<file path="src/lps_pkg.sv">
// Shared constants and helpers for the line pixel stepper.
package lps_pkg;

    localparam int COORD_BITS_DEFAULT  = 11;
    localparam int QUEUE_DEPTH_DEFAULT = 2;

    // Request operation codes.
    localparam logic OP_START = 1'b0;
    localparam logic OP_STEP  = 1'b1;

    // Line cases: bit 1 set means the walk runs along y.
    localparam logic [1:0] CASE_SHALLOW_UP    = 2'd0;
    localparam logic [1:0] CASE_SHALLOW_DOWN  = 2'd1;
    localparam logic [1:0] CASE_STEEP_RIGHT   = 2'd2;
    localparam logic [1:0] CASE_STEEP_LEFT    = 2'd3;

    // Width of one queue entry: operation, case, three coordinates,
    // the error term and the two doubled increments.
    function automatic int entry_bits(input int coord_bits);
        return 6 * coord_bits + 10;
    endfunction

endpackage

</file>
<file path="src/lps_cmd_if.sv">
// Request channel carrying the operation and the two line endpoints.
interface lps_cmd_if #(
    parameter int COORD_BITS = lps_pkg::COORD_BITS_DEFAULT
);
    logic                  valid;
    logic                  ready;
    logic                  operation;
    logic [COORD_BITS-1:0] x_start;
    logic [COORD_BITS-1:0] y_start;
    logic [COORD_BITS-1:0] x_end;
    logic [COORD_BITS-1:0] y_end;

    modport source (
        output valid, operation, x_start, y_start, x_end, y_end,
        input  ready
    );

    modport sink (
        input  valid, operation, x_start, y_start, x_end, y_end,
        output ready
    );
endinterface

</file>
<file path="src/lps_pix_if.sv">
// Result channel carrying one plotted pixel and its last flag.
interface lps_pix_if #(
    parameter int COORD_BITS = lps_pkg::COORD_BITS_DEFAULT
);
    logic                  valid;
    logic                  ready;
    logic [COORD_BITS-1:0] pixel_x;
    logic [COORD_BITS-1:0] pixel_y;
    logic                  last_pixel;

    modport source (
        output valid, pixel_x, pixel_y, last_pixel,
        input  ready
    );

    modport sink (
        input  valid, pixel_x, pixel_y, last_pixel,
        output ready
    );
endinterface

</file>
<file path="src/line_pixel_stepper_unit.sv">
// A step request passes through the request queue and then the registered output stage before its pixel appears.
// Throughput: one request per cycle unless the queue is full or the pixel output is held by back-pressure;
// each step is one add, compare and increment in the back end. A start request takes one queue slot, loads
// the walk state in the back end and gives no pixel. Reset (rst_n low, asynchronous) clears the queue,
// the walk state and the output; the unit is idle. Top level: front end, request queue and back end.
module line_pixel_stepper_unit #(
    parameter int COORD_BITS  = lps_pkg::COORD_BITS_DEFAULT,
    parameter int QUEUE_DEPTH = lps_pkg::QUEUE_DEPTH_DEFAULT
) (
    input  logic       clk,
    input  logic       rst_n,
    lps_cmd_if.sink    cmd,
    lps_pix_if.source  pix
);

    localparam int ENTRY_BITS = lps_pkg::entry_bits(COORD_BITS);

    logic                  queue_full;
    logic                  push;
    logic [ENTRY_BITS-1:0] push_entry;
    logic                  pop;
    logic                  head_valid;
    logic [ENTRY_BITS-1:0] head_entry;

    lps_front #(
        .COORD_BITS (COORD_BITS)
    ) u_front (
        .cmd        (cmd),
        .queue_full (queue_full),
        .push       (push),
        .push_entry (push_entry)
    );

    lps_queue #(
        .DATA_BITS (ENTRY_BITS),
        .DEPTH     (QUEUE_DEPTH)
    ) u_queue (
        .clk        (clk),
        .rst_n      (rst_n),
        .push       (push),
        .push_data  (push_entry),
        .pop        (pop),
        .full       (queue_full),
        .head_valid (head_valid),
        .head_data  (head_entry)
    );

    lps_back #(
        .COORD_BITS (COORD_BITS)
    ) u_back (
        .clk        (clk),
        .rst_n      (rst_n),
        .head_valid (head_valid),
        .head_entry (head_entry),
        .pop        (pop),
        .pix        (pix)
    );

endmodule

</file>
<file path="src/lps_front.sv">
// Front end: accepts requests and works out the line set-up for starts.
module lps_front #(
    parameter int COORD_BITS = lps_pkg::COORD_BITS_DEFAULT
) (
    lps_cmd_if.sink                                       cmd,
    input  logic                                          queue_full,
    output logic                                          push,
    output logic [lps_pkg::entry_bits(COORD_BITS)-1:0]    push_entry
);

    typedef struct packed {
        logic                    operation;
        logic [1:0]              line_case;
        logic [COORD_BITS-1:0]   cur_x;
        logic [COORD_BITS-1:0]   cur_y;
        logic [COORD_BITS-1:0]   major_end;
        logic [COORD_BITS+2:0]   error_term;
        logic [COORD_BITS+1:0]   minor_inc;
        logic [COORD_BITS+1:0]   major_inc;
    } lps_entry_t;

    logic signed [COORD_BITS:0]   dx;
    logic signed [COORD_BITS:0]   dy;
    logic        [COORD_BITS-1:0] adx;
    logic        [COORD_BITS-1:0] ady;
    logic                         shallow;
    logic                         swap;
    logic                         minor_neg;
    logic        [COORD_BITS-1:0] dmaj;
    logic        [COORD_BITS-1:0] dmin;
    lps_entry_t                   entry;

    assign cmd.ready = !queue_full;
    assign push      = cmd.valid && !queue_full;

    always_comb
    begin
        dx  = $signed({1'b0, cmd.x_end}) - $signed({1'b0, cmd.x_start});
        dy  = $signed({1'b0, cmd.y_end}) - $signed({1'b0, cmd.y_start});
        adx = dx[COORD_BITS] ? COORD_BITS'(-dx) : dx[COORD_BITS-1:0];
        ady = dy[COORD_BITS] ? COORD_BITS'(-dy) : dy[COORD_BITS-1:0];
        shallow = (ady <= adx);

        // The walk always runs upward along the major axis, so a line drawn
        // the other way is taken from its far end; the minor delta flips sign.
        if (shallow)
        begin
            swap      = dx[COORD_BITS];
            minor_neg = (dy != '0) && (dy[COORD_BITS] ^ swap);
            dmaj      = adx;
            dmin      = ady;
        end
        else
        begin
            swap      = dy[COORD_BITS];
            minor_neg = (dx != '0) && (dx[COORD_BITS] ^ swap);
            dmaj      = ady;
            dmin      = adx;
        end

        entry.operation = cmd.operation;
        if (shallow)
        begin
            entry.line_case = minor_neg ? lps_pkg::CASE_SHALLOW_DOWN
                                        : lps_pkg::CASE_SHALLOW_UP;
            entry.major_end = swap ? cmd.x_start : cmd.x_end;
        end
        else
        begin
            entry.line_case = minor_neg ? lps_pkg::CASE_STEEP_LEFT
                                        : lps_pkg::CASE_STEEP_RIGHT;
            entry.major_end = swap ? cmd.y_start : cmd.y_end;
        end
        entry.cur_x      = swap ? cmd.x_end : cmd.x_start;
        entry.cur_y      = swap ? cmd.y_end : cmd.y_start;
        entry.minor_inc  = {1'b0, dmin, 1'b0};
        entry.major_inc  = {1'b0, dmaj, 1'b0};
        entry.error_term = {2'b00, dmin, 1'b0} - {3'b000, dmaj};
    end

    assign push_entry = entry;

endmodule

</file>
<file path="src/lps_queue.sv">
// Short first-in first-out queue between the front and back ends.
module lps_queue #(
    parameter int DATA_BITS = 16,
    parameter int DEPTH     = lps_pkg::QUEUE_DEPTH_DEFAULT
) (
    input  logic                 clk,
    input  logic                 rst_n,
    input  logic                 push,
    input  logic [DATA_BITS-1:0] push_data,
    input  logic                 pop,
    output logic                 full,
    output logic                 head_valid,
    output logic [DATA_BITS-1:0] head_data
);

    localparam int PTR_BITS   = (DEPTH > 1) ? $clog2(DEPTH) : 1;
    localparam int COUNT_BITS = $clog2(DEPTH + 1);

    logic [DATA_BITS-1:0]  store_reg [DEPTH];
    logic [PTR_BITS-1:0]   wr_ptr_reg;
    logic [PTR_BITS-1:0]   wr_ptr_next;
    logic [PTR_BITS-1:0]   rd_ptr_reg;
    logic [PTR_BITS-1:0]   rd_ptr_next;
    logic [COUNT_BITS-1:0] count_reg;
    logic [COUNT_BITS-1:0] count_next;

    assign full       = (count_reg == COUNT_BITS'(DEPTH));
    assign head_valid = (count_reg != '0);
    assign head_data  = store_reg[rd_ptr_reg];

    always_comb
    begin
        wr_ptr_next = wr_ptr_reg;
        rd_ptr_next = rd_ptr_reg;
        count_next  = count_reg;
        if (push)
        begin
            wr_ptr_next = (wr_ptr_reg == PTR_BITS'(DEPTH - 1)) ? '0 : wr_ptr_reg + 1'b1;
        end
        if (pop)
        begin
            rd_ptr_next = (rd_ptr_reg == PTR_BITS'(DEPTH - 1)) ? '0 : rd_ptr_reg + 1'b1;
        end
        if (push && !pop)
        begin
            count_next = count_reg + 1'b1;
        end
        else if (pop && !push)
        begin
            count_next = count_reg - 1'b1;
        end
    end

    always_ff @(posedge clk or negedge rst_n)
    begin
        if (!rst_n)
        begin
            wr_ptr_reg <= '0;
            rd_ptr_reg <= '0;
            count_reg  <= '0;
        end
        else
        begin
            wr_ptr_reg <= wr_ptr_next;
            rd_ptr_reg <= rd_ptr_next;
            count_reg  <= count_next;
        end
    end

    always_ff @(posedge clk)
    begin
        if (push)
        begin
            store_reg[wr_ptr_reg] <= push_data;
        end
    end

`ifndef SYNTH
    a_no_push_when_full: assert property (@(posedge clk) disable iff (!rst_n)
        push |-> !full)
        else $error("queue written while full");

    a_no_pop_when_empty: assert property (@(posedge clk) disable iff (!rst_n)
        pop |-> head_valid)
        else $error("queue read while empty");

    a_count_in_range: assert property (@(posedge clk) disable iff (!rst_n)
        count_reg <= COUNT_BITS'(DEPTH))
        else $error("queue fill count beyond depth");
`endif

endmodule

</file>
<file path="src/lps_back.sv">
// Back end: holds the walk state, steps one pixel per step request while a line is active and registers it.
module lps_back #(
    parameter int COORD_BITS = lps_pkg::COORD_BITS_DEFAULT
) (
    input  logic                                       clk,
    input  logic                                       rst_n,
    input  logic                                       head_valid,
    input  logic [lps_pkg::entry_bits(COORD_BITS)-1:0] head_entry,
    output logic                                       pop,
    lps_pix_if.source                                  pix
);

    typedef struct packed {
        logic                    operation;
        logic [1:0]              line_case;
        logic [COORD_BITS-1:0]   cur_x;
        logic [COORD_BITS-1:0]   cur_y;
        logic [COORD_BITS-1:0]   major_end;
        logic [COORD_BITS+2:0]   error_term;
        logic [COORD_BITS+1:0]   minor_inc;
        logic [COORD_BITS+1:0]   major_inc;
    } lps_entry_t;

    lps_entry_t              head;

    logic                    busy_reg;
    logic                    busy_next;
    logic [1:0]              line_case_reg;
    logic [1:0]              line_case_next;
    logic [COORD_BITS-1:0]   cur_x_reg;
    logic [COORD_BITS-1:0]   cur_x_next;
    logic [COORD_BITS-1:0]   cur_y_reg;
    logic [COORD_BITS-1:0]   cur_y_next;
    logic [COORD_BITS-1:0]   major_end_reg;
    logic [COORD_BITS-1:0]   major_end_next;
    logic [COORD_BITS+2:0]   error_reg;
    logic [COORD_BITS+2:0]   error_next;
    logic [COORD_BITS+1:0]   minor_inc_reg;
    logic [COORD_BITS+1:0]   minor_inc_next;
    logic [COORD_BITS+1:0]   major_inc_reg;
    logic [COORD_BITS+1:0]   major_inc_next;

    logic                    out_valid_reg;
    logic                    out_valid_next;
    logic [COORD_BITS-1:0]   out_x_reg;
    logic [COORD_BITS-1:0]   out_y_reg;
    logic                    out_last_reg;

    logic                    out_free;
    logic                    is_step;
    logic                    result_load;
    logic                    steep;
    logic                    last;
    logic                    error_pos;
    logic [COORD_BITS-1:0]   minor_x;
    logic [COORD_BITS-1:0]   minor_y;

    assign head = head_entry;

    // The output register may be refilled in the cycle its pixel is taken.
    assign out_free    = !out_valid_reg || pix.ready;
    assign is_step     = (head.operation == lps_pkg::OP_STEP);
    assign pop         = head_valid && (!is_step || !busy_reg || out_free);
    assign result_load = pop && is_step && busy_reg;

    assign steep     = line_case_reg[1];
    assign last      = ((steep ? cur_y_reg : cur_x_reg) == major_end_reg);
    assign error_pos = !error_reg[COORD_BITS+2] && (error_reg != '0);

    always_comb
    begin
        minor_x = cur_x_reg;
        minor_y = cur_y_reg;
        if (error_pos)
        begin
            unique case (line_case_reg)
                lps_pkg::CASE_SHALLOW_UP:   minor_y = cur_y_reg + 1'b1;
                lps_pkg::CASE_SHALLOW_DOWN: minor_y = cur_y_reg - 1'b1;
                lps_pkg::CASE_STEEP_RIGHT:  minor_x = cur_x_reg + 1'b1;
                lps_pkg::CASE_STEEP_LEFT:   minor_x = cur_x_reg - 1'b1;
                default:                    minor_x = cur_x_reg;
            endcase
        end
    end

    always_comb
    begin
        busy_next      = busy_reg;
        line_case_next = line_case_reg;
        cur_x_next     = cur_x_reg;
        cur_y_next     = cur_y_reg;
        major_end_next = major_end_reg;
        error_next     = error_reg;
        minor_inc_next = minor_inc_reg;
        major_inc_next = major_inc_reg;

        if (pop && !is_step)
        begin
            busy_next      = 1'b1;
            line_case_next = head.line_case;
            cur_x_next     = head.cur_x;
            cur_y_next     = head.cur_y;
            major_end_next = head.major_end;
            error_next     = head.error_term;
            minor_inc_next = head.minor_inc;
            major_inc_next = head.major_inc;
        end
        else if (result_load)
        begin
            if (last)
            begin
                busy_next = 1'b0;
            end
            else
            begin
                error_next = error_reg + {1'b0, minor_inc_reg}
                             - (error_pos ? {1'b0, major_inc_reg} : '0);
                cur_x_next = steep ? minor_x : minor_x + 1'b1;
                cur_y_next = steep ? minor_y + 1'b1 : minor_y;
            end
        end
    end

    always_comb
    begin
        out_valid_next = out_valid_reg;
        if (result_load)
        begin
            out_valid_next = 1'b1;
        end
        else if (pix.ready)
        begin
            out_valid_next = 1'b0;
        end
    end

    always_ff @(posedge clk or negedge rst_n)
    begin
        if (!rst_n)
        begin
            busy_reg      <= 1'b0;
            line_case_reg <= '0;
            cur_x_reg     <= '0;
            cur_y_reg     <= '0;
            major_end_reg <= '0;
            error_reg     <= '0;
            minor_inc_reg <= '0;
            major_inc_reg <= '0;
            out_valid_reg <= 1'b0;
        end
        else
        begin
            busy_reg      <= busy_next;
            line_case_reg <= line_case_next;
            cur_x_reg     <= cur_x_next;
            cur_y_reg     <= cur_y_next;
            major_end_reg <= major_end_next;
            error_reg     <= error_next;
            minor_inc_reg <= minor_inc_next;
            major_inc_reg <= major_inc_next;
            out_valid_reg <= out_valid_next;
        end
    end

    always_ff @(posedge clk)
    begin
        if (result_load)
        begin
            out_x_reg    <= cur_x_reg;
            out_y_reg    <= cur_y_reg;
            out_last_reg <= last;
        end
    end

    assign pix.valid      = out_valid_reg;
    assign pix.pixel_x    = out_x_reg;
    assign pix.pixel_y    = out_y_reg;
    assign pix.last_pixel = out_last_reg;

`ifndef SYNTH
    a_result_only_when_busy: assert property (@(posedge clk) disable iff (!rst_n)
        result_load |-> busy_reg && out_free)
        else $error("pixel produced without an active line or a free slot");

    a_last_ends_line: assert property (@(posedge clk) disable iff (!rst_n)
        (result_load && last) |=> !busy_reg && out_valid_reg && pix.last_pixel)
        else $error("final pixel did not end the line");

    a_increments_ordered: assert property (@(posedge clk) disable iff (!rst_n)
        minor_inc_reg <= major_inc_reg)
        else $error("minor increment exceeds major increment");
`endif

endmodule
</file>
<file path="src/flat_wrapper.sv">
// flat-port wrapper written by rule: the top's interface ports become plain ports
module line_pixel_stepper_unit_flat 
#(
    parameter int COORD_BITS  = lps_pkg::COORD_BITS_DEFAULT,
    parameter int QUEUE_DEPTH = lps_pkg::QUEUE_DEPTH_DEFAULT
)
  (clk, rst_n, cmd_valid, cmd_operation, cmd_x_start, cmd_y_start, cmd_x_end, cmd_y_end, cmd_ready, pix_valid, pix_pixel_x, pix_pixel_y, pix_last_pixel, pix_ready);
  lps_cmd_if #(.COORD_BITS(COORD_BITS)) cmd_i ();
  lps_pix_if #(.COORD_BITS(COORD_BITS)) pix_i ();
  input  logic clk;
  input  logic rst_n;
  input wire logic [$bits(cmd_i.valid)-1:0] cmd_valid;
  input wire logic [$bits(cmd_i.operation)-1:0] cmd_operation;
  input wire logic [$bits(cmd_i.x_start)-1:0] cmd_x_start;
  input wire logic [$bits(cmd_i.y_start)-1:0] cmd_y_start;
  input wire logic [$bits(cmd_i.x_end)-1:0] cmd_x_end;
  input wire logic [$bits(cmd_i.y_end)-1:0] cmd_y_end;
  output wire logic [$bits(cmd_i.ready)-1:0] cmd_ready;
  output wire logic [$bits(pix_i.valid)-1:0] pix_valid;
  output wire logic [$bits(pix_i.pixel_x)-1:0] pix_pixel_x;
  output wire logic [$bits(pix_i.pixel_y)-1:0] pix_pixel_y;
  output wire logic [$bits(pix_i.last_pixel)-1:0] pix_last_pixel;
  input wire logic [$bits(pix_i.ready)-1:0] pix_ready;
  assign cmd_i.valid = cmd_valid;
  assign cmd_i.operation = cmd_operation;
  assign cmd_i.x_start = cmd_x_start;
  assign cmd_i.y_start = cmd_y_start;
  assign cmd_i.x_end = cmd_x_end;
  assign cmd_i.y_end = cmd_y_end;
  assign cmd_ready = cmd_i.ready;
  assign pix_valid = pix_i.valid;
  assign pix_pixel_x = pix_i.pixel_x;
  assign pix_pixel_y = pix_i.pixel_y;
  assign pix_last_pixel = pix_i.last_pixel;
  assign pix_i.ready = pix_ready;
  line_pixel_stepper_unit #(.COORD_BITS(COORD_BITS), .QUEUE_DEPTH(QUEUE_DEPTH)) u_core (.clk(clk), .rst_n(rst_n), .cmd(cmd_i), .pix(pix_i));
endmodule
</file>
<file path="config.mk">
export PLATFORM = sky130hd
export DESIGN_NAME = line_pixel_stepper_unit_flat
export DESIGN_NICKNAME = d
export VERILOG_FILES = /design/src/lps_pkg.sv /design/src/lps_cmd_if.sv /design/src/lps_pix_if.sv /design/src/line_pixel_stepper_unit.sv /design/src/lps_front.sv /design/src/lps_queue.sv /design/src/lps_back.sv /design/src/flat_wrapper.sv
export SDC_FILE = /design/constraint.sdc
export NUM_CORES = 1
export LEC_CHECK = 0
export BUFFER_PORTS_ARGS = -buffer_cell sky130_fd_sc_hd__buf_2
export CORE_MARGIN = 5
export CORE_UTILIZATION = 62
export CTS_CLUSTER_DIAMETER = 150
export DETAILED_ROUTE_END_ITERATION = 10
export MAX_ROUTING_LAYER = met4
export PLACE_DENSITY = 0.81
export SLEW_MARGIN = 20
export SYNTH_ARGS = -nofsm -noshare
export SYNTH_HDL_FRONTEND = slang
export SYNTH_SLANG_ARGS = --single-unit
</file>
<file path="constraint.sdc">
create_clock -name clk -period 6 [get_ports clk]
set_clock_uncertainty 0.2 [all_clocks]
set_input_delay 0.6 -clock clk [delete_from_list [all_inputs] [get_ports clk]]
set_output_delay 0.6 -clock clk [all_outputs]
set_load 0.01 [all_outputs]
</file>
Word-level counts from Yosys, hierarchy flattened. Memories as Yosys holds them, arrays and structs flattened. Cells that the tools add are included.

Add/subtract/negate cells: 17. $lt $le $gt $ge: 1. Equal/unequal tests: 6. Multiplexer cells: 42. Bitwise gates (word level): 1. Reductions and logical operators: 31.

Operator list (number): 2-to-1 mux 11 bit (20); adder 11 x 1 -> 11 bit (second input constant) (4); one-hot mux 11 bit (2 select lines) (2); 2-to-1 mux 14 bit (3); nonzero test 12 bit (2); subtractor 11 x 11 -> 12 bit (2); negator 11 bit (2); subtractor 11 x 1 -> 11 bit (second input constant) (2); adder 14 x 13 -> 14 bit (1); nonzero test 14 bit (1); subtractor 14 x 13 -> 14 bit (1); 2-to-1 mux 1 bit (13); 2-to-1 mux 13 bit (1); subtractor 12 x 11 -> 13 bit (1); == test 11 bit (1); less-or-equal comparator 11 bit (1); logical AND 1 bit (10); nonzero test 2 bit (5); zero test 1 bit (7); == test 2 bit (second input constant) (3); 2-to-1 mux 2 bit (3); AND reduction 2 bit (2); logical OR 1 bit (3); adder 1 bit (second input constant) (2); other kinds (6) (6).

Register bits after elaboration: 104. RAM bits: 144. Bits of input ports: 49. Output and inout bits: 25. Logic and storage cells: 114. Memories: 1.

Memories: u_core.u_queue.store_reg (depth 2, bits a word 72, rd ports 1, clocked after Yosys merged registers in 0, wr ports 1, RTL line lps_queue.sv:19) `logic [DATA_BITS-1:0] store_reg [DEPTH];`.

Longest topological paths before layout. Gate-level depths: netlist of run 1. An unclocked memory read counts as a cell.

Depth after elaboration: 9. Gate-level depth with buffers: 34. Gate-level depth less buffers: 31.

By module. From an unflattened synthesis of run 1, not the netlist that was laid out.

Cells, all modules: 1506. Area, all modules: 15577.4 um^2.

By module, submodules not included: lps_back (times used 1, cells an instance 739, area each 6417.4 um^2); lps_queue (times used 1, cells an instance 253, area each 5809.3 um^2); lps_front (times used 1, cells an instance 514, area each 3350.7 um^2).

Worst setup path before layout of run 1. No wires, ideal clock.

Kind: input port to flip-flop. Start point: input cmd_x_end[0]. End point: memory u_core.u_queue.store_reg[0][32] in the netlist's numbering, data pin. Library setup time: 0.268 ns. Arrival time: 6.701 ns. Slack: -1.169 ns. Stages on the path: 32. Path through: inv_1 > ha_1 > fa_1 > nand2b_1 > a211oi_1 > o31ai_1 > a2111oi_2 > nand4_1 > nor3_1 > nor2_1 > xnor2_1 > ha_1 > nand2_1 > nor2_1 > a211oi_1 > a21o_1 > buf_2 > clkbuf_1 > clkbuf_1 > nand2_1 > o21ai_0 > inv_1 > fa_1 > inv_1 > a21oi_1 > maj3_1 > mux2i_1 > maj3_2 > o2111a_1 > a211oi_4 > mux2i_1 > nand3_1.

Cells in the longest elaborated chain, start to end: 6.

RTL lines: start: declaration (RTL line flat_wrapper.sv:16) `input wire logic [$bits(cmd_i.x_end)-1:0] cmd_x_end;`; subtractor 11 x 11 -> 12 bit * (RTL line lps_front.sv:38) `dx = $signed({1'b0, cmd.x_end}) - $signed({1'b0, cmd.x_start});`; negator 11 bit (RTL line lps_front.sv:40) `adx = dx[COORD_BITS] ? COORD_BITS'(-dx) : dx[COORD_BITS-1:0];`; 2-to-1 mux 11 bit * (RTL line lps_front.sv:40); less-or-equal comparator 11 bit (RTL line lps_front.sv:42) `shallow = (ady <= adx);`; 2-to-1 mux 11 bit * (RTL line lps_front.sv:46) `if (shallow)`; net u_core.push_entry[2] (RTL line line_pixel_stepper_unit.sv:20) `logic [ENTRY_BITS-1:0] push_entry;`; subtractor 12 x 11 -> 13 bit * (RTL line lps_front.sv:78) `entry.error_term = {2'b00, dmin, 1'b0} - {3'b000, dmaj};`; net u_core.push_entry[36] (RTL line line_pixel_stepper_unit.sv:20); end: declaration (RTL line lps_queue.sv:19).

The timed path passes the listed nets; every way through them passes the cells marked *.

Worst setup path in the final report of run 1.
Start point: input cmd_y_end[0]. End point: memory u_core.u_queue.store_reg[1][32] in the netlist's numbering, data pin.

Cells in the longest elaborated chain, start to end: 6.

RTL lines: start: declaration (RTL line flat_wrapper.sv:17) `input wire logic [$bits(cmd_i.y_end)-1:0] cmd_y_end;`; subtractor 11 x 11 -> 12 bit * (RTL line lps_front.sv:39) `dy = $signed({1'b0, cmd.y_end}) - $signed({1'b0, cmd.y_start});`; negator 11 bit (RTL line lps_front.sv:41) `ady = dy[COORD_BITS] ? COORD_BITS'(-dy) : dy[COORD_BITS-1:0];`; 2-to-1 mux 11 bit * (RTL line lps_front.sv:41); less-or-equal comparator 11 bit (RTL line lps_front.sv:42); 2-to-1 mux 11 bit * (RTL line lps_front.sv:46); net u_core.push_entry[1] (RTL line line_pixel_stepper_unit.sv:20); subtractor 12 x 11 -> 13 bit * (RTL line lps_front.sv:78); net u_core.push_entry[36] (RTL line line_pixel_stepper_unit.sv:20).

Marked as above.

==> impl_results.md, run 1 <==
* Routed Antenna Nets at 0
* Via count of the first global-routing pass at 11500
* Longest Clk Path Bufs at 3
* CP Max Fanout at 5
* Crit-path slowest cell: fa_2
* Die ar. at 26900 um^2
* First-pass GRT wire length at 58.4 mm
* Status: finished clean
* Clock sinks at 240
* Final HPWL DP at 26.1 mm
* FF+latch count, synth at 240
* Core Util, Final at 77.5%
* Initial antenna violation count at 0
* Post-synth cell types at 90
* Hold Crit Class: in -> reg
* Tmin final at 5.95 ns
* Routed wire length at 37.4 mm
* Critical Path RT at 6.05 ns
* GRT overflow at 0
* Critical setup path kind: in -> reg
* Largest net degree at the start of global routing at 78
* Main area contributors after synthesis: edfxtp_1 33%, dfrtp_1 13%, ha_1 6.2%
* Most frequent cell after synthesis: edfxtp_1
* Crit path DAT at 6.01 ns
* Main flop type after synthesis: edfxtp_1
* Core Rows at 56
* Rel. slew slack at 35.3%
* Fin area at 18100 um^2
* Mapped cell area at 14700 um^2
* Commonest cells in the netlist: 163 x edfxtp_1, 135 x inv_1, 122 x nand2_1, 114 x o21ai_0, 97 x a21oi_1
* Die width at 164 um
* Clk root buf: clkbuf_16
* CORE AREA at 23400 um^2
* Layout cell share with drive strength beyond 1 at 26.4%
* Fmax at 168 MHz
* Post-Place Setup Slack at -0.763 ns
* Post-synth EDFFs at 163
* GP Congestion at 0.941
* Worst slew pin tran at 0.971 ns
* Multi-input gate area at 7580 um^2
* Syn Area/Cell at 10.4 um^2
* Placed Instance Area at 16800 um^2
* Met1 wire length at 15.9 mm
* Clock latency on the worst-skew pair at 0.52 ns
* Number of max-cap violations at 0
* Reg area at 6830 um^2
* Final Hold Viols at 0
* Sequential fraction of the synthesis area at 46.4%
* Synth async-reset ratio at 32.1%
* Share of the synthesized area in the top cell type at 33.3%
* H-tree lvl count at 1
* Syn Nets at 1559
* Drt first pass iters at 5
* Largest register FFs at 140
* Clk pin slew, worst setup/hold paths at 0.06 ns
* Largest stage delay on the critical path at 0.38 ns
* Final Max Tran Viols at 0
* Startpoint types: primary input
* Die Span Y at 164 um
* Ant. Diodes at 0
* Syn. warnings at 0
* Wire per inst at 18.6 um
* CTS tree: yes
* Worst Setup Slack, final at 0.0484 ns
* Synth-to-Final Area Change at 23.3%
* Io pins at 74
* Layout filler cell count at 1510
* Average vias per placed instance at 5.81
* RSZ-0062 raised after global routing: yes
* Synth Instances at 1420
* Initial Utilization at 62.9%
* Vias at 11700
* Gr usage total at 27.9%
* Iteration-0 DRC Markers at 1070
* Met3 wire len at 2.44 mm
* DR top layer: met4
* DRC errors left at 0
* Leading area contributor after synthesis: edfxtp_1
* Crit share post-route at 99.2%
* WL met2 at 18.1 mm
* Cts bufs inserted at 24
* Buffers added on ports at 73
* Nets at 1817
* Worst setup EP type: flip-flop
* # setup viols final at 0
* Most common cell on crit path: inv_2
cell usage in the layout (no fill, tap or decap), types with 16 or more instances in the layout:
cell type	count
buf_4	214
edfxtp_1	163
inv_1	128
nand2_1	117
o21ai_0	106
a21oi_1	90
mux2i_1	85
dfrtp_1	76
nor2_1	72
buf_2	70
ha_1	67
xnor2_1	52
nor3_1	30
clkbuf_16	26
xor2_1	24
a211oi_1	18
nand3_1	16
worst max-delay path: cells and delay by family:
family | cells | cell delay (ns)
AO/OA/AOI/OAI | 10 | 1.84
adder cells (fa/ha/maj) | 6 | 1.64
multiplexers | 3 | 0.57
AND/OR/NAND/NOR | 4 | 0.52
XOR/XNOR | 2 | 0.45
buffers and inverters | 5 | 0.36
routing by layer:
layer | vias to the layer above | GRT usage (%)
li1 | 5585 | -
met4 | 0 | 7.93
met1 | 5614 | 38.6
met5 | - | -
met2 | 432 | 45.2
met3 | 68 | 2.18
cell families after synthesis:
logic type / count (synthesis) / synth area share, %
fa+ha+maj: 95 / 8.88
xor+xnor: 95 / 6.14
compound gates: 361 / 15.9
mux: 94 / 6.63
flops: 240 / 46.4
simple gates: 339 / 11.0
buf+inv: 196 / 5.09
final timing paths:
kind                                                start                         endpoint  slack, ns  cells after the start
max                                          cmd_y_end[0]  u_core.u_queue.store_reg[1][32]       0.05                     30
min                                         cmd_operation  u_core.u_queue.store_reg[1][71]       0.08                      1
max reg2reg                   u_core.u_back.error_reg[13]      u_core.u_back.error_reg[13]       0.91                     20
min reg2reg                u_core.u_back.major_inc_reg[4]   u_core.u_back.major_inc_reg[4]       0.28                      2
max in group asynchronous                           rst_n        u_core.u_queue.rd_ptr_reg       4.66                      3
min in group asynchronous                           rst_n       u_core.u_back.cur_x_reg[6]       0.31                      2
area by class of cell:
cell class | count | area share, %
Clock buffer | 35 | 3.83
Clock inverter | 9 | 0.352
Inverter | 139 | 2.96
Multi-Input combinational cell | 984 | 41.8
Sequential cell | 240 | 37.6
Tap cell | 319 | 2.20
Timing Repair Buffer | 289 | 11.2
per-stage QoR:
stage	cells	hold slack [ns]	setup TNS (ns)
after detailed placement	1950	0.262	-8.84
after floorplan	1420	0.104	-4.16
after global placement	1950	0.253	-6.60
after global routing	2015	0.0655	-1.01
after CTS	2001	0.0663	0
final	2015	0.0846	0
repair_timing:
action / CTS / global route
setup buffers: 7 / 12
pin swaps: 9 / 42
hold buffers: 0 / 1
resized for setup: 6 / 68
endpoints found under the setup margin: 12 / 16
gates cloned: 0 / 0
endpoints found under the hold margin: 0 / 18
Power of run 1 is left out: the tool's default activity adds up to more than one toggle a clock period on the data nets, which glitch-free logic cannot reach.
==> run 2, diff against run 1 <==
GPL_TIMING_DRIVEN = 0   (was not set)
PLACE_DENSITY = 0.8   (was 0.81)
SYNTH_HIERARCHICAL = 1   (was not set)
==> impl_results.md, run 2 <==
* Status: finished with violations
* Failing checks: negative setup slack
* GRT overflow at 0 (unchanged)
* Most common cell after layout, fill and taps aside: nand2_1
* Commonest cells in the netlist: 217 x nand2_1, 175 x edfxtp_1, 116 x inv_1, 94 x o21ai_0, 81 x dfrtp_1
* Tmin final at 8.11 ns (+2.16 ns)
* CP Max Fanout at 4 (-1)
* Post-synth EDFFs at 175 (+7.4%)
* Synth Instances at 1506 (+6.1%)
* Startpoint types: primary input
* Critical Path RT at 6.02 ns (-0.03 ns)
* Leading area contributor after synthesis: edfxtp_1
* Critical setup path kind: in -> reg
* Iteration-0 DRC Markers at 1392 (+30%)
* Worst setup EP type: flip-flop
* Mapped cell area at 15600 um^2 (+5.9%)
* Commonest cells after routing, fill and taps aside: 213 x nand2_1, 175 x edfxtp_1, 105 x inv_1, 84 x buf_2, 82 x o21ai_0
* Fmax at 123 MHz (-27%)
* Final Hold Viols at 0 (unchanged)
* Cts bufs inserted at 26 (+8.3%)
* R2R Path End: u_core/u_back/error_reg[13]
* Io pins at 74 (unchanged)
* Routed wire length at 43.7 mm (+17%)
* Hold Path End: u_core/u_queue/store_reg[0][75]
* Crit share post-route at 135% (+36 points)
* Wire per inst at 21.6 um (+17%)
* Die ar. at 28400 um^2 (+5.5%)
* GP Congestion at 0.988 (+5.0%)
* Layout cell share with drive strength beyond 1 at 25.4% (-0.99 points)
* Nets at 1793 (-1.3%)
* Buffers added on ports at 72 (-1.4%)
* Most common cell on crit path: maj3_2
* Fin area at 18600 um^2 (+2.6%)
* FF+latch count, synth at 256 (+6.7%)
* FF-to-FF setup slack at 0.56 ns (-0.35 ns)
* # setup viols final at 24 (+24)
* Clk pin slew, worst setup/hold paths at 0.06 ns (about the same)
* Gr usage total at 30.2% (+2.2 points)
* Initial antenna violation count at 1 (+1)
* Placed Instance Area at 16800 um^2 (-0.39%)
* Largest register FFs at 152 (+8.6%)
* Core Rows at 58 (+3.6%)
* Clock sinks at 256 (+6.7%)
* DRC errors left at 0 (unchanged)
* H-tree lvl count at 1 (unchanged)
* Worst hold start: cmd_operation
* RSZ-0062 raised after global routing: yes
* Syn Area/Cell at 10.3 um^2 (-0.15%)
* Main area contributors after synthesis: edfxtp_1 34%, dfrtp_1 13%, nand2_1 5.2%
* Worst Setup Slack, final at -2.11 ns (-2.16 ns)
* Crit path DAT at 8.13 ns (+2.12 ns)
* Via count of the first global-routing pass at 12300 (+6.9%)
* Syn. warnings at 6 (+6)
* Core Util, Final at 74.5% (-3.0 points)
* Hold Crit Class: in -> reg
* Cell family with most CP delay: compound AO/OA/AOI/OAI gates
* Worst hold path depth at 1 (unchanged)
* Routed Antenna Nets at 0 (unchanged)
* Final Max Tran Viols at 0 (unchanged)
* Worst Path Buf+Inv at 9 (+4)
* Synth-to-Final Area Change at 19.5%
* CTS tree: yes
* Die width at 169 um (+2.7%)
* Clk root buf: clkbuf_16
* R2r worst-path depth at 16 (-20%)
* Clock latency on the worst-skew pair at 0.52 ns (about the same)
* Crit-path slowest cell: or4_1
* Die Span Y at 169 um (+2.7%)
* Largest stage delay on the critical path at 0.46 ns (+0.08 ns)
* Final HPWL DP at 30.1 mm (+15%)
* Sequential fraction of the synthesis area at 46.7% (+0.37 points)
* Post-Place Setup Slack at -3.12 ns (-2.36 ns)
* Number of max-cap violations at 0 (unchanged)
* Average vias per placed instance at 6.24 (+7.5%)
* Largest net degree at the start of global routing at 55 (-29%)
* Drt first pass iters at 9 (+4)
* Main flop type after synthesis: edfxtp_1
* Initial Utilization at 62.4% (-0.46 points)
* Layout filler cell count at 1572 (+4.1%)
* Rel. slew slack at 20.6% (-15 points)
* Worst slew pin tran at 1.18 ns (+0.205 ns)
* Longest Clk Path Bufs at 3 (unchanged)
* First-pass GRT wire length at 66.6 mm (+14%)
* Post-synth cell types at 92 (+2.2%)
* Synth async-reset ratio at 31.6% (-0.44 points)
* Most frequent cell after synthesis: nand2_1
* CORE AREA at 25000 um^2 (+6.7%)
* Share of the synthesized area in the top cell type at 33.7% (+0.46 points)
* Reg2reg start: u_core/u_back/error_reg[12]
* Vias at 12600 (+7.9%)
[run 2: cell count changes in the layout (fill, tap and decap cells not counted), moves of 23 or more]
cell | previous run | this run
a21oi_1 | 90 | 55
buf_4 | 214 | 57
clkbuf_1 | 8 | 44
inv_1 | 128 | 105
mux2_2 | 4 | 54
mux2_4 | 0 | 32
mux2i_1 | 85 | 22
nand2_1 | 117 | 213
o21ai_0 | 106 | 82
[run 2: how the worst max path moves through the flow]
stage,depth (start not counted),startpoint,end,slack (ns)
after global routing,37,cmd_y_start[4],u_core/u_queue/store_reg[1][39],-2.26
after floorplan,33,cmd_x_start[1],u_core/u_queue/store_reg[0][39],-2.05
final,37,cmd_y_start[4],u_core/u_queue/store_reg[0][39],-2.11
after CTS,37,cmd_y_end[0],u_core/u_queue/store_reg[0][38],-1.83
after global placement,36,cmd_x_end[0],u_core/u_queue/store_reg[0][39],-2.92
after detailed placement,36,cmd_x_end[0],u_core/u_queue/store_reg[0][39],-3.12
[run 2: kinds of logic after synthesis]
kind of cell	after synthesis	synth area share [%]
other	1	0.0241
DFF	256	46.7
and+or+nand+nor	461	13.9
muxes	113	8.72
xor gates and xnor gates	104	5.90
AOI/OAI and AO/OA	292	12.0
buffers and inverters	199	5.59
adders and majority gates	80	7.11
[run 2: area by class of cell]
type | instances | area (um^2) | area share, %
multi-input cells | 1054 | 8150 | 43.8
well taps | 330 | 413 | 2.22
plain buffers | 79 | 472 | 2.53
inverters | 119 | 472 | 2.53
repair buffers | 135 | 1020 | 5.47
diodes | 1 | 2.50 | 0.0134
flip-flops and latches | 256 | 7280 | 39.1
clock buffers | 42 | 772 | 4.15
clock inverters | 6 | 31.3 | 0.168
[run 2: routing by layer]
metal	part of all wire [%]	routed length (um)	up-vias	GRT usage, %
li1	-	-	5632	-
met3	7.3	3180	169	2.73
met2	48	21100	737	49.7
met4	4.1	1780	0	9.60
met1	40	17700	6081	40.3
met5	0	0	-	-
[run 2: repair_timing]
action | in CTS | in global routing
cloned | 0 | 0
setup buffers | 38 | 24
endpoints found under the hold margin | 27 | 0
hold buffers | 1 | 0
pin swaps | 46 | 30
gates resized for setup | 74 | 61
endpoints found under the setup margin | 104 | 82
[run 2: stage by stage]
stage | instances | TNS (ns) | hold slack, ns
floorplan | 1509 | -29.02 | 0.104
global placement | 1911 | -169.25 | 0.227
detailed placement | 1917 | -138.67 | 0.231
CTS | 2003 | -29.27 | 0.0549
global route | 2022 | -40.73 | 0.0508
finish | 2022 | -36.70 | 0.0648
Power of run 2 is left out for the same reason.
==> run 3, diff against run 2 <==
clock period = 7.98 ns   (was 6 ns; I/O delays follow)
==> impl_results.md, run 3 (synthesis gave the netlist of run 2 again) <==
* Status: finished with violations
* Failing checks: negative setup slack
* Tmin final at 8.06 ns
* Via count of the first global-routing pass at 12200 (-1.2%)
* Largest register FFs at 152 (unchanged)
* DRC errors left at 0 (unchanged)
* First-pass GRT wire length at 65.0 mm (-2.4%)
* Crit share post-route at 101%
* Synth-to-Final Area Change at 18.5%
* Clock latency on the worst-skew pair at 0.53 ns (about the same)
* Routed Antenna Nets at 0 (unchanged)
* Layout cell share with drive strength beyond 1 at 24.2% (-1.2 points)
* Io pins at 74 (unchanged)
* Vias at 12200 (-3.4%)
* R2r worst-path depth at 16 (unchanged)
* Longest Clk Path Bufs at 3 (unchanged)
* Peak supply drop at 0.243 mV
* Crit-path slowest cell: or4_4
* Hold Crit Class: in -> async
* Average vias per placed instance at 6.07 (-2.8%)
* Wire per inst at 20.6 um (-4.8%)
* Largest net degree at the start of global routing at 55 (unchanged)
* Crit path DAT at 8.07 ns (-0.06 ns)
* Critical setup path kind: in -> reg
* Final Non-Filler Cells at 2009 (-0.64%)
* GP Congestion at 0.980 (-0.87%)
* Drt first pass iters at 5 (-4)
* Commonest cells after routing, fill and taps aside: 214 x nand2_1, 175 x edfxtp_1, 105 x inv_1, 89 x o21ai_0, 81 x dfrtp_1
* Buffers added on ports at 72 (unchanged)
* Final Max Tran Viols at 0 (unchanged)
* Layout filler cell count at 1678 (+6.7%)
* Gr usage total at 29.6% (-0.63 points)
* RSZ-0062 raised after global routing: yes
* Critical Path RT at 7.99 ns (+1.97 ns)
* TNS Setup at -0.443 ns (+36.26 ns)
* Pwr per Cell Area at 501 nW/um^2
* Largest stage delay on the critical path at 0.56 ns (+0.10 ns)
* Cts bufs inserted at 27 (+3.8%)
* Final HPWL DP at 30.4 mm (+1.2%)
* Routed wire length at 41.4 mm (-5.4%)
* Clk root buf: clkbuf_16
* Clock sinks at 256 (unchanged)
* Final Hold Viols at 0 (unchanged)
* WHS at 0.0414 ns (-0.0235 ns)
* CTS tree: yes
* Placed Cells at 1916 (-0.052%)
* Clk pin slew, worst setup/hold paths at 0.06 ns (about the same)
* Die width at 169 um (unchanged)
* # setup viols final at 6 (-75%)
* Most common cell after layout, fill and taps aside: nand2_1
* Die ar. at 28400 um^2 (unchanged)
* CORE AREA at 25000 um^2 (unchanged)
* Number of max-cap violations at 0 (unchanged)
* Nets at 1780 (-0.73%)
* CP Max Fanout at 6 (+2)
* Core Util, Final at 74.0% (-0.57 points)
* Die Span Y at 169 um (unchanged)
* Fmax at 124 MHz
* Post-Place Setup Slack at -1.29 ns (+1.83 ns)
* Iteration-0 DRC Markers at 1379 (-0.93%)
* GRT overflow at 0 (unchanged)
* Startpoint types: primary input
* FF-to-FF setup slack at 2.73 ns (+2.17 ns)
* Most common cell on crit path: maj3_2
* Initial antenna violation count at 1 (unchanged)
* Worst Setup Slack, final at -0.0767 ns (+2.03 ns)
* Worst setup EP type: flip-flop
* Core Rows at 58 (unchanged)
* Rel. slew slack at 28.1% (+7.6 points)
* Leak at 7.57 nW
* H-tree lvl count at 1 (unchanged)
* Worst slew pin tran at 1.06 ns (-0.112 ns)
* Initial Utilization at 62.4% (unchanged)
run 3: changes by cell type in the layout (fill, tap and decap cells not counted), sizes merged:
cell / delta
inv: +2
clkbuf: -10
buf: -12
clkinvlp: +1
clkinv: +4
bufinv: +3
dlygate4sd3: -1
run 3: final timing paths:
path / startpoint / end
max: cmd_x_start[1] / u_core/u_queue/store_reg[1][39]
min: rst_n / u_core/u_back/cur_x_reg[5]
max reg2reg: u_core/u_back/error_reg[12] / u_core/u_back/error_reg[13]
min reg2reg: u_core/u_back/cur_y_reg[4] / u_core/u_back/pix.pixel_y[4]
max in group asynchronous: rst_n / u_core/u_back/error_reg[5]
min in group clk: u_core/u_back/cur_y_reg[4] / u_core/u_back/pix.pixel_y[4]
run 3: worst max-delay path: cells and delay by family:
| kind | cells | cell delay, ns |
|---|---|---|
| AO/OA/AOI/OAI | 10 | 1.80 |
| XOR/XNOR | 1 | 0.10 |
| adder cells (fa/ha/maj) | 7 | 2.19 |
| buffers and inverters | 5 | 0.52 |
| multiplexers | 2 | 0.45 |
| AND/OR/NAND/NOR | 7 | 2.18 |
run 3: power by group:
group	total, W	internal [W]	switching, W	leakage [nW]
sequential	0.00250	0.00225	0.000252	2.60
combinational	0.00551	0.00227	0.00325	4.55
clock	0.00123	0.000726	0.000508	0.423
run 3: repair_timing:
action | CTS | global route
buffers inserted | 25 | 20
pin swaps | 39 | 35
resized for setup | 58 | 46
hold buffers | 0 | 0
setup endpoints to repair | 12 | 12
run 3: metrics by stage:
| step | total power, W | instance area, um^2 |
|---|---|---|
| 5_1_grt | 0.00986 | 18500 |
| 3_3_place_gp | 0.00738 | 16600 |
| 3_5_place_dp | 0.00760 | 16700 |
| 6_report | 0.00924 | 18500 |
| 2_1_floorplan | 0.00625 | 15800 |
| 4_1_cts | 0.00908 | 18100 |
run 3: metal layers:
layer	global-route usage [%]	vias up	routed length, um
li1	-	5592	-
met1	39.3	5933	17000
met2	48.6	553	20100
met3	3.39	110	2920
met4	8.75	0	1420
met5	-	-	0
run 3: cell type report:
cell class / count / area [um^2] / area share (%)
plain buffers: 78 / 445 / 2.41
inverters: 119 / 472 / 2.55
repair buffers: 122 / 875 / 4.74
clock inverters: 16 / 183 / 0.989
flip-flops and latches: 256 / 7280 / 39.4
well taps: 330 / 413 / 2.24
diodes: 1 / 2.50 / 0.0136
clock buffers: 33 / 698 / 3.78
multi-input cells: 1054 / 8100 / 43.8
No activity file was read; power rests on OpenSTA's default activity.
